**config.mk**
```make
export PLATFORM = sky130hd
export DESIGN_NAME = tcce_ctrl
export DESIGN_NICKNAME = d
export VERILOG_FILES = /design/src/rtl/tcce_pkg.sv /design/src/rtl/tcce_ctrl.sv
export VERILOG_INCLUDE_DIRS = /design/src /design/src/rtl
export SDC_FILE = /design/constraint.sdc
export NUM_CORES = 1
export LEC_CHECK = 0
export BUFFER_PORTS_ARGS = -buffer_cell sky130_fd_sc_hd__buf_2
export CAP_MARGIN = 20
export CELL_PAD_IN_SITES_DETAIL_PLACEMENT = 0
export CELL_PAD_IN_SITES_GLOBAL_PLACEMENT = 1
export CORE_AREA = 8 8 45 47
export DETAILED_ROUTE_END_ITERATION = 12
export DIE_AREA = 0 0 53 55
export GPL_TIMING_DRIVEN = 0
export PLACE_DENSITY_LB_ADDON = 0.1
export SLEW_MARGIN = 30
export SYNTH_ARGS = -nofsm -noshare
export SYNTH_HDL_FRONTEND = slang
export SYNTH_SLANG_ARGS = --single-unit
```
**constraint.sdc**
```tcl
create_clock -name clk -period 2.24 [get_ports clk]
set_clock_uncertainty 0.15 [all_clocks]
set_input_delay 0.224 -clock clk [delete_from_list [all_inputs] [get_ports clk]]
set_output_delay 0.224 -clock clk [all_outputs]
set_load 0.01 [all_outputs]
```
**src/rtl/text_console_cursor_engine_macros.svh**
```systemverilog
// Assertion helpers shared by the console modules.
// The asserting module must have clk and rst_n in scope.
`ifndef TEXT_CONSOLE_CURSOR_ENGINE_MACROS_SVH
`define TEXT_CONSOLE_CURSOR_ENGINE_MACROS_SVH

// Condition holds at every clock edge out of reset.
`define TCCE_ASSERT_ALWAYS(label, cond, msg) \
    label: assert property (@(posedge clk) disable iff (!rst_n) (cond)) else $error(msg);

// Consequent holds in the cycle after the antecedent.
`define TCCE_ASSERT_NEXT(label, ante, cons, msg) \
    label: assert property (@(posedge clk) disable iff (!rst_n) (ante) |=> (cons)) \
        else $error(msg);

`endif

```
**src/rtl/tcce_pkg.sv**
```systemverilog
package tcce_pkg;

    localparam int COLUMNS  = 80;
    localparam int ROWS     = 25;
    localparam int TAB_STOP = 8;
    localparam int CELLS    = ROWS * COLUMNS;

    localparam int COL_W  = 7;
    localparam int ROW_W  = 5;
    localparam int ADDR_W = 11;
    localparam int CELL_W = 16;

    localparam logic [7:0] BLANK_CHAR = 8'h20;
    localparam logic [7:0] PRINT_MAX  = 8'h7F;
    localparam logic [7:0] CH_BS      = 8'h08;
    localparam logic [7:0] CH_TAB     = 8'h09;
    localparam logic [7:0] CH_LF      = 8'h0A;
    localparam logic [7:0] CH_CR      = 8'h0D;
    localparam logic [7:0] ATTR_RESET = 8'h0F;

    typedef enum logic [1:0] {
        OP_PUT   = 2'd0,
        OP_CLEAR = 2'd1,
        OP_READ  = 2'd2
    } op_t;

    typedef struct packed {
        logic accept;
        logic sweep_en;
        logic scroll_commit;
    } tcce_cmd_t;

    typedef struct packed {
        logic op_clear;
        logic op_scroll;
        logic sweep_last;
    } tcce_status_t;

endpackage

```
**src/rtl/tcce_ctrl.sv**
```systemverilog
`include "text_console_cursor_engine_macros.svh"

module tcce_ctrl (
    input  logic                  clk,
    input  logic                  rst_n,
    input  logic                  start,
    input  tcce_pkg::tcce_status_t status,
    output tcce_pkg::tcce_cmd_t   cmd,
    output logic                  busy,
    output logic                  done
);
    import tcce_pkg::*;

    typedef enum logic [3:0] {
        S_IDLE   = 4'b0001,
        S_SCROLL = 4'b0010,
        S_CLEAR  = 4'b0100,
        S_DONE   = 4'b1000
    } state_t;

    state_t state_reg;
    state_t state_next;

    assign busy = (state_reg != S_IDLE);
    assign done = (state_reg == S_DONE);

    assign cmd.accept        = start && !busy;
    assign cmd.sweep_en      = (state_reg == S_SCROLL) || (state_reg == S_CLEAR);
    assign cmd.scroll_commit = (state_reg == S_SCROLL) && status.sweep_last;

    always_comb
    begin
        state_next = state_reg;
        case (state_reg)
            S_IDLE:
            begin
                if (start)
                begin
                    if (status.op_clear)
                        state_next = S_CLEAR;
                    else if (status.op_scroll)
                        state_next = S_SCROLL;
                    else
                        state_next = S_DONE;
                end
            end
            S_SCROLL, S_CLEAR:
            begin
                if (status.sweep_last)
                    state_next = S_DONE;
            end
            S_DONE:
                state_next = S_IDLE;
            default:
                state_next = S_IDLE;
        endcase
    end

    always_ff @(posedge clk or negedge rst_n)
    begin
        if (!rst_n)
            state_reg <= S_IDLE;
        else
            state_reg <= state_next;
    end

    `TCCE_ASSERT_NEXT(a_done_single, done, !done, "result strobe longer than one cycle")
    `TCCE_ASSERT_NEXT(a_accept_busy, cmd.accept, busy, "accepted request did not raise busy")
    `TCCE_ASSERT_NEXT(a_scroll_end, cmd.scroll_commit, done, "scroll end not followed by result")

endmodule

```
== Word-level counts from Yosys, hierarchy flattened ==
Cells that the tools add are included.

* Shifts and indexed selects: 0
* $lt $le $gt $ge: 0
* Divide/modulo/power cells: 0
* Add/subtract/negate cells: 0
* Multiplexer cells: 5
* $mul: 0
* Eq/ne operators: 7
* Reductions and logical operators: 6
* Bitwise logic cells: 0

{| class="wikitable"
|+ Operator list
! kind !! count
|-
| 2-to-1 mux 4 bit || 4
|-
| one-hot mux 4 bit (2 select lines) || 1
|-
| == test 4 x 1 -> 1 bit (second input constant) || 1
|-
| == test 4 x 2 -> 1 bit (second input constant) || 1
|-
| == test 4 x 3 -> 1 bit (second input constant) || 1
|-
| == test 4 bit (second input constant) || 1
|-
| != test 2 bit (second input constant) || 2
|-
| != test 4 x 1 -> 1 bit (second input constant) || 1
|-
| logical AND 1 bit || 2
|-
| AND reduction 2 bit || 1
|-
| OR reduction 2 bit || 1
|-
| logical NOT 1 bit || 1
|-
| logical OR 1 bit || 1
|}

* Flip-flop bits (word level): 4
* Logic and storage cells: 19
* Bits in latches: 0
* Memories kept: 0
* RAM bits: 0
* Memory bits (read-only): 0

== Longest topological paths before layout ==
Gate-level depths: netlist of the first run.

* Depth after elaboration: 4
* Mapped depth: 3
* Mapped depth without buffers: 3

== Worst setup path before layout of the first run ==
No wires, ideal clock.

* Path type: reg-to-output
* From: register state_reg[3]
* To: output cmd[0] (netlist bit)
* Data arrival time: 1.109 ns
* Cell stages (with the launch flop): 3
* Slack: 0.757 ns
* Required time: 1.866 ns
* Path through: dfrtp_1 or4b_4 nor2_1

{| class="wikitable"
|+ RTL lines
! item !! line !! text
|-
| start, declared || tcce_ctrl.sv:21 || <nowiki>state_t state_reg;</nowiki>
|-
| start signal, assigned || tcce_ctrl.sv:64 || <nowiki>state_reg <= state_next;</nowiki>
|-
| end, declared || tcce_ctrl.sv:8 || <nowiki>output tcce_pkg::tcce_cmd_t cmd,</nowiki>
|}

==> results of run 1 <==
timing repair:
action | CTS | global route
buffers inserted | 0 | 0
hold buffers | 1 | 0
setup endpoints to repair | 0 | 0
hold endpoints to repair | 4 | 0
report_power, final:
group	internal (W)	total [W]	switching, W
Sequential	0.0000984	0.000127	0.0000290
Combinational	0.0000613	0.000120	0.0000588
Clock	0.0000669	0.0000972	0.0000303
layout make-up:
class,instances,area share [%]
clock buffers,4,7.81
inverters,3,3.35
multi-input cells,14,34.9
flip-flops and latches,4,30.1
well taps,16,5.95
repair buffers,11,17.8
metrics by stage:
stage                     utilization (%)  hold WS, ns  std cells  total power, W
after floorplan                         -       -0.222         21        0.000203
after global placement               21.7       -0.117         47        0.000253
after detailed placement             21.7       -0.119         47        0.000251
after CTS                            24.3       0.0175         52        0.000355
after global routing                 24.3       0.0268         52        0.000377
final                                24.3       0.0234         52        0.000345
cell usage in the layout (no fill, tap or decap), types with 3 or more instances in the layout:
cell,count
buf_2,10
inv_1,3
clkbuf_4,3
dfrtp_1,3
nor2_1,4
metal layers:
metal | vias to the layer above | global-route usage (%)
met1 | 101 | 4.58
met4 | 0 | 5.17
li1 | 106 | -
met5 | - | 0
met3 | 0 | 3.48
met2 | 5 | 7.62
worst min path at each step:
stage,from,endpoint,cells past startpoint
2_1_floorplan,rst_n,state_reg[1],0
3_3_place_gp,rst_n,state_reg[3],1
3_5_place_dp,rst_n,state_reg[1],1
4_1_cts,status[1],state_reg[3],2
5_1_grt,status[1],state_reg[3],2
6_report,status[1],state_reg[3],2
kinds of logic after synthesis:
logic type,count (synthesis),synth area share (%)
compound gates,3,13.6
buf+inv,3,4.89
flops,4,44.0
xor+xnor,1,3.81
simple gates,10,33.7
critical path, cell delays in order (launching register included):
cell and delay (ns):
dfrtp_1 0.43, or4b_4 0.55, nor2_1 0.09, buf_2 0.13
==> metrics.md, run 1 <==
| Metric | Value |
|---|---|
| Outcome | `finished, final reports clean` |
| Syn nets | `27` |
| Rows | `14` |
| CP endpoint kind | `primary output` |
| CTS tree | `yes` |
| Worst VDD drop | `0.285 mV` |
| Initial detailed-routing violation count | `4` |
| First-pass GRT wire length | `1.05 mm` |
| Final period utilization | `80.9%` |
| Drt wl/cell | `11.1 um` |
| Final WL | `577 um` |
| PortBufs | `10` |
| Cell leakage power | `0.163 nW` |
| R2R Path Start | `state_reg[0]` |
| Drt pass-1 iters | `4` |
| Die ar. | `0.00292 sq mm` |
| Area growth syn-to-layout | `46.2%` |
| Multi-input gate area | `118 sq um` |
| Diodes inserted | `0` |
| Initial antenna violation count | `0` |
| RSZ-0062 raised after global routing | `no` |
| WL met2 | `297 um` |
| Vias post-DR | `212` |
| Number of global-route vias before repair | `255` |
| Worst Path Max Fanout | `5` |
| Total track usage | `5.15%` |
| CP Launch Point | `state_reg[3]` |
| Tmin final | `1.81 ns` |
| Post_cts resized | `0` |
| Worst R2R Setup Slack | `0.84 ns` |
| CP Capture Point | `cmd[0]` |
| Die Span Y | `55 um` |
| Dominant cell type by area after synthesis | `dfrtp_1` |
| HP Class | `input port to flip-flop` |
| Synth top area share | `32.6%` |
| Final setup viols | `0` |
| Final hold violations | `0` |
| Power Density | `1020 mW/mm^2` |
| CTS max path bufs | `2` |
| Via density | `4.08` |
| Core box area | `0.00138 sq mm` |
| CP required | `1.87 ns` |
| Post-route cell area | `337 sq um` |
| Grt ovf | `0` |
| Drt drc | `0` |
| TritonCTS Sinks | `4` |
| Synth cell types | `14` |
| Seq. cell area | `101 sq um` |
| Top layer in use | `met3` |
| Sequential share of the synthesized area | `44.0%` |
| Post-Syn Area | `230 sq um` |
| Final worst setup slack | `0.428 ns` |
| Pins Over Slew Limit | `0` |
| Async SR Flop Fraction | `100%` |
| WL met1 | `205 um` |
| Largest cells by area after synthesis | `dfrtp_1 33%, dfstp_2 11%, nor2_1 6.5%` |
| Worst EP arrival | `1.44 ns` |
| Die width | `53 um` |
| #FFs+latches synth | `4` |
| Syn_area_per_cell | `11.0 sq um` |
| Placed cell area | `300 sq um` |
| Initial cell density of the core | `16.6%` |
| CP Class | `flip-flop to primary output` |
| Metal3 WL | `74 um` |
| Final setup TNS | `0 ns` |
| Root Driver | `clkbuf_4` |
| Ys flop type | `dfrtp_1` |
| Max-Cap Viols | `0` |
| Top Ports | `11` |
| Warnings, synthesis | `0` |
| Most frequent cell after synthesis | `nor2_1` |
| Pre-CTS setup slack | `0.670 ns` |
| Number of flip-flops in the largest register | `4` |
| Number of fill cells | `163` |
| Cells after synthesis | `21` |
| Slew @ Worst Pin | `0.291 ns` |
| Skew-Pair Late Insertion Delay | `0.24 ns` |
| NumNets Final | `43` |
| Clk pin slew, worst setup/hold paths | `0.04 ns` |
| Synth cell count leaders | `4 x nor2_1, 3 x dfrtp_1, 3 x inv_1` |
| Fmax achieved | `552 MHz` |
| Worst slew margin | `80.5%` |
| Largest net degree at the start of global routing | `6` |
| Routability cong. | `0.649` |
| H-Tree Depth | `1` |
| ANT nets after route | `0` |
| Share of cells above drive strength 1 | `52.8%` |
| EDFF count, synth | `0` |
| Worst R2R End | `state_reg[2]` |
| CTS Buf Count | `3` |
| Setup crit start kind | `flip-flop` |
| Reg2Reg Depth | `3` |
Note: power is estimated with default switching activity, not from simulation.
==> run 2, diff against run 1 <==
Clock period 2.24 ns to 1.6 ns, I/O delays scaled along.
==> metrics.md, run 2 (same netlist as run 1, synthesis figures left out) <==
| Metric | Value |
|---|---|
| ANT nets after route | `0 (unchanged)` |
| Commonest cells after routing, fill and taps aside | `8 x buf_2, 8 x buf_4, 3 x nor2_1, 3 x clkbuf_4, 3 x buf_6` |
| Outcome | `complete, but fails checks` |
| Setup crit start kind | `flip-flop` |
| First-pass GRT wire length | `1.22 mm (+17%)` |
| Multi-input gate area | `143 sq um (+21%)` |
| Drt drc | `0 (unchanged)` |
| Pins Over Slew Limit | `0 (unchanged)` |
| Drt wl/cell | `11.5 um (+3.2%)` |
| Violated checks | `setup timing` |
| CTS tree | `yes` |
| Tmin final | `1.68 ns` |
| Total track usage | `5.91% (+0.77 points)` |
| Slowest cell on crit path | `or4b_4` |
| Largest net degree at the start of global routing | `6 (unchanged)` |
| Final period utilization | `105%` |
| Skew-Pair Late Insertion Delay | `0.24 ns (about the same)` |
| H-Tree Depth | `1 (unchanged)` |
| CTS max path bufs | `2 (unchanged)` |
| Final hold violations | `0 (unchanged)` |
| Initial cell density of the core | `16.6% (unchanged)` |
| Root Driver | `clkbuf_4` |
| Final worst setup slack | `-0.0786 ns (-0.507 ns)` |
| Drt pass-1 iters | `1 (-3)` |
| Dpl cells | `47 (unchanged)` |
| Slew @ Worst Pin | `0.278 ns (-0.0132 ns)` |
| Final setup viols | `3 (+3)` |
| Slowest stage delay, CP | `0.53 ns (-0.02 ns)` |
| Number of fill cells | `152 (-6.7%)` |
| Share of cells above drive strength 1 | `71.7% (+19 points)` |
| Initial detailed-routing violation count | `0 (-4)` |
| Core box area | `0.00138 sq mm (unchanged)` |
| Top Ports | `11 (unchanged)` |
| Area growth syn-to-layout | `98.9%` |
| Final setup TNS | `-0.110 ns (-0.110 ns)` |
| Final WL | `710 um (+23%)` |
| Rows | `14 (unchanged)` |
| NumNets Final | `53 (+23%)` |
| Fmax achieved | `596 MHz` |
| Via density | `4.11 (+0.88%)` |
| Post-route cell area | `458 sq um (+36%)` |
| CP required | `1.29 ns (-0.58 ns)` |
| Final Non-Filler Cells | `62 (+19%)` |
| Power Density | `1520 mW/mm^2 (+48%)` |
| Vias post-DR | `255 (+20%)` |
| Die Span Y | `55 um (unchanged)` |
| Routability cong. | `0.649 (unchanged)` |
| HP Class | `input port to flip-flop` |
| Overall power | `0.000695 W (+100%)` |
| CP endpoint kind | `primary output` |
| PortBufs | `10 (unchanged)` |
| CP Class | `flip-flop to primary output` |
| Max-Cap Viols | `0 (unchanged)` |
| Number of global-route vias before repair | `300 (+18%)` |
| CTS Buf Count | `3 (unchanged)` |
| Worst VDD drop | `0.447 mV (+56%)` |
| Initial antenna violation count | `0 (unchanged)` |
| Die width | `53 um (unchanged)` |
| Chain of cells forming the critical path | `or4b_4 -> nor2_2 -> buf_2` |
| Die ar. | `0.00292 sq mm (unchanged)` |
| Number of flip-flops in the largest register | `4 (unchanged)` |
| Cell leakage power | `0.225 nW (+38%)` |
| Diodes inserted | `0 (unchanged)` |
| Clk pin slew, worst setup/hold paths | `0.04 ns (about the same)` |
| Placed cell area | `300 sq um (unchanged)` |
| Worst Path Max Fanout | `2 (-3)` |
| Grt ovf | `0 (unchanged)` |
| Worst slew margin | `81.3% (+0.80 points)` |
| TritonCTS Sinks | `4 (unchanged)` |
| RSZ-0062 raised after global routing | `yes` |
| Seq. cell area | `104 sq um (+2.5%)` |
| Worst EP arrival | `1.37 ns (-0.07 ns)` |
-- run 2: cell types whose count changed in the layout (fill, tap and decap cells not counted), sizes merged --
| cell | previous run | this run |
|---|---|---|
| buf | 10 | 19 |
| dlygate4sd3 | 1 | 2 |
-- run 2: worst paths after layout --
path	startpoint	endpoint	slack, ns	cells past startpoint
setup reg to reg	state_reg[3]	state_reg[1]	0.08	6
max in group asynchronous	rst_n	state_reg[0]	0.98	2
setup / recovery	state_reg[3]	cmd[0]	-0.08	3
hold / removal	status[2]	state_reg[2]	0.02	2
min in group asynchronous	rst_n	state_reg[1]	0.10	2
hold reg to reg	state_reg[3]	state_reg[1]	0.56	3
-- run 2: area by class of cell --
class / count / share of cell area (%)
inverter: 3 / 2.46
multi-input combinational: 14 / 31.1
clock buffer: 4 / 5.74
tap: 16 / 4.37
sequential: 4 / 22.7
timing repair buffer: 21 / 33.6
-- run 2: routing by layer --
metal / vias up / track usage (%) / wire, um
met5: - / 0 / 0
met4: 0 / 5.17 / 0
met3: 0 / 3.48 / 74
met2: 5 / 9.57 / 374
met1: 124 / 5.20 / 261
li1: 126 / - / -
-- run 2: report_power, final --
group	internal (W)	switching (W)	total (W)	leakage, nW
combinational	0.000239	0.000149	0.000389	0.162
sequential	0.000139	0.0000300	0.000169	0.0481
clock	0.0000937	0.0000429	0.000137	0.0150
-- run 2: critical path: cells and delay by family (launching register included) --
kind	cells	cell delay, ns
simple gates	2	0.61
buf+inv	1	0.13
flops	1	0.39
-- run 2: through the flow --
stage                     hold WS [ns]  util [%]  setup slack (ns)
after global placement          -0.181      21.7            0.0854
final                           0.0215      33.1           -0.0786
after CTS                       0.0120      29.7            -0.105
after floorplan                 -0.286         -             0.181
after detailed placement        -0.183      21.7            0.0942
after global routing            0.0218      33.1            -0.142
-- run 2: what timing repair did --
action / in CTS / in global routing
setup buffers: 6 / 3
resized for setup: 5 / 6
pin swaps: 2 / 5
hold buffers: 2 / 0
hold endpoints to repair: 5 / 0
endpoints found under the setup margin: 3 / 5
==> run 3, diff against run 2 <==
--- a/config.mk
+++ b/config.mk
@@ -17,2 +17,3 @@
 export PLACE_DENSITY_LB_ADDON = 0.1
+export RECOVER_POWER = 50
 export SLEW_MARGIN = 30
--- a/constraint.sdc
+++ b/constraint.sdc
@@ -4,2 +4,2 @@
 set_output_delay 0.16 -clock clk [all_outputs]
-set_load 0.01 [all_outputs]
+set_load 0.05 [all_outputs]
==> metrics.md, run 3 (same netlist as run 1, synthesis figures left out) <==
| Metric | Value |
|---|---|
| Initial detailed-routing violation count | `0 (unchanged)` |
| Cell leakage power | `0.232 nW (+2.9%)` |
| Drt drc | `0 (unchanged)` |
| First-pass GRT wire length | `1.01 mm (-17%)` |
| CP endpoint kind | `primary output` |
| Final WL | `675 um (-4.9%)` |
| Worst EP arrival | `1.44 ns (+0.07 ns)` |
| Final hold violations | `0 (unchanged)` |
| Number of flip-flops in the largest register | `4 (unchanged)` |
| Setup crit start kind | `flip-flop` |
| Worst Path Max Fanout | `3 (+1)` |
| CTS tree | `yes` |
| Hold Slack | `0.0300 ns (+0.00849 ns)` |
| Top Ports | `11 (unchanged)` |
| CTS max path bufs | `2 (unchanged)` |
| Rows | `14 (unchanged)` |
| Diodes inserted | `0 (unchanged)` |
| H-Tree Depth | `1 (unchanged)` |
| Final worst setup slack | `-0.151 ns (-0.0728 ns)` |
| TritonCTS Sinks | `4 (unchanged)` |
| Final setup viols | `5 (+2)` |
| Number of global-route vias before repair | `254 (-15%)` |
| NumNets Final | `53 (unchanged)` |
| CP required | `1.29 ns (about the same)` |
| RSZ-0062 raised after global routing | `yes` |
| Area growth syn-to-layout | `126%` |
| Initial cell density of the core | `16.6% (unchanged)` |
| Die Span Y | `55 um (unchanged)` |
| Skew-Pair Late Insertion Delay | `0.23 ns (about the same)` |
| Commonest cells after routing, fill and taps aside | `7 x buf_4, 5 x buf_6, 4 x buf_2` |
| Outcome | `complete, but fails checks` |
| ANT nets after route | `0 (unchanged)` |
| Core box area | `0.00138 sq mm (unchanged)` |
| Drt wl/cell | `10.9 um (-4.9%)` |
| Grt ovf | `0 (unchanged)` |
| PortBufs | `10 (unchanged)` |
| Root Driver | `clkbuf_4` |
| Clk pin slew, worst setup/hold paths | `0.04 ns (about the same)` |
| Fmax achieved | `571 MHz (-4.2%)` |
| Dpl hpwl | `510 um` |
| Slew @ Worst Pin | `0.219 ns (-0.0588 ns)` |
| Drt pass-1 iters | `1 (unchanged)` |
| Pre-CTS setup slack | `-0.117 ns (-0.211 ns)` |
| Initial antenna violation count | `0 (unchanged)` |
| Placed cell area | `329 sq um (+9.6%)` |
| Post-route cell area | `520 sq um (+14%)` |
| Most common cell after layout, fill and taps aside | `buf_4` |
| Share of cells above drive strength 1 | `76.1% (+4.3 points)` |
| Worst VDD drop | `0.653 mV (+46%)` |
| Routability cong. | `0.616 (-5.0%)` |
| Die width | `53 um (unchanged)` |
| Total track usage | `4.82% (-1.1 points)` |
| Pins Over Slew Limit | `0 (unchanged)` |
| Vias post-DR | `246 (-3.5%)` |
| CP Class | `flip-flop to primary output` |
| Via density | `3.97 (-3.5%)` |
| Power Density | `1700 mW/mm^2 (+12%)` |
| Max-Cap Viols | `0 (unchanged)` |
| Util after Layout | `37.6% (+4.5 points)` |
| Worst slew margin | `85.3% (+4.0 points)` |
| Violated checks | `setup timing` |
| Largest net degree at the start of global routing | `6 (unchanged)` |
| Tmin final | `1.75 ns (+0.0728 ns)` |
| HP Class | `input port to flip-flop` |
| Final period utilization | `109% (+4.6 points)` |
| CTS Buf Count | `3 (unchanged)` |
| Die ar. | `0.00292 sq mm (unchanged)` |
[run 3: metal layers]
layer / GRT usage (%) / up-vias / wire length, um
met1: 4.60 / 113 / 291
met4: 3.88 / 0 / 0
met3: 1.60 / 0 / 51
met5: 0 / - / 0
met2: 8.40 / 8 / 333
li1: - / 125 / -
[run 3: where the power goes]
group	switching (W)	internal, W	leakage, nW
sequential	0.0000293	0.000140	0.0466
clock	0.0000412	0.0000936	0.0150
combinational	0.000283	0.000297	0.170
[run 3: final cells by class]
| class | instances | area (sq um) |
|---|---|---|
| Timing Repair Buffer | 21 | 188 |
| Clock buffer | 4 | 26.3 |
| Inverter | 3 | 11.3 |
| Sequential cell | 4 | 105 |
| Multi-Input combinational cell | 14 | 170 |
| Tap cell | 16 | 20.0 |
| Fill cell | 147 | 863 |
[run 3: what timing repair did]
item | CTS | global route
hold buffers | 2 | 0
buffers inserted | 8 | 1
gates resized for setup | 18 | 2
hold endpoints to repair | 5 | 0
pin swaps | 2 | 3
cloned | 0 | 0
setup endpoints to repair | 4 | 7
[run 3: metrics by stage]
stage                     TNS (ns)  instances  power (W)
final                       -0.352         62   0.000884
after global routing        -0.741         62   0.000932
after CTS                   -0.398         61   0.000864
after detailed placement    -0.197         47   0.000496
after global placement      -0.170         47   0.000496
after floorplan                  0         21   0.000423
[run 3: final timing paths]
path	cells past startpoint	from	to	slack, ns
max	3	state_reg[3]	cmd[0]	-0.15
min reg2reg	2	state_reg[3]	state_reg[1]	0.48
min	2	status[2]	state_reg[2]	0.03
max in group asynchronous	2	rst_n	state_reg[0]	0.92
max reg2reg	6	state_reg[2]	state_reg[3]	0.05
min in group asynchronous	2	rst_n	state_reg[3]	0.13
[run 3: critical path: stages, from the launching register on]
cell and delay, ns:
dfrtp_2 0.41, or4b_4 0.54, nor2_4 0.10, buf_6 0.16
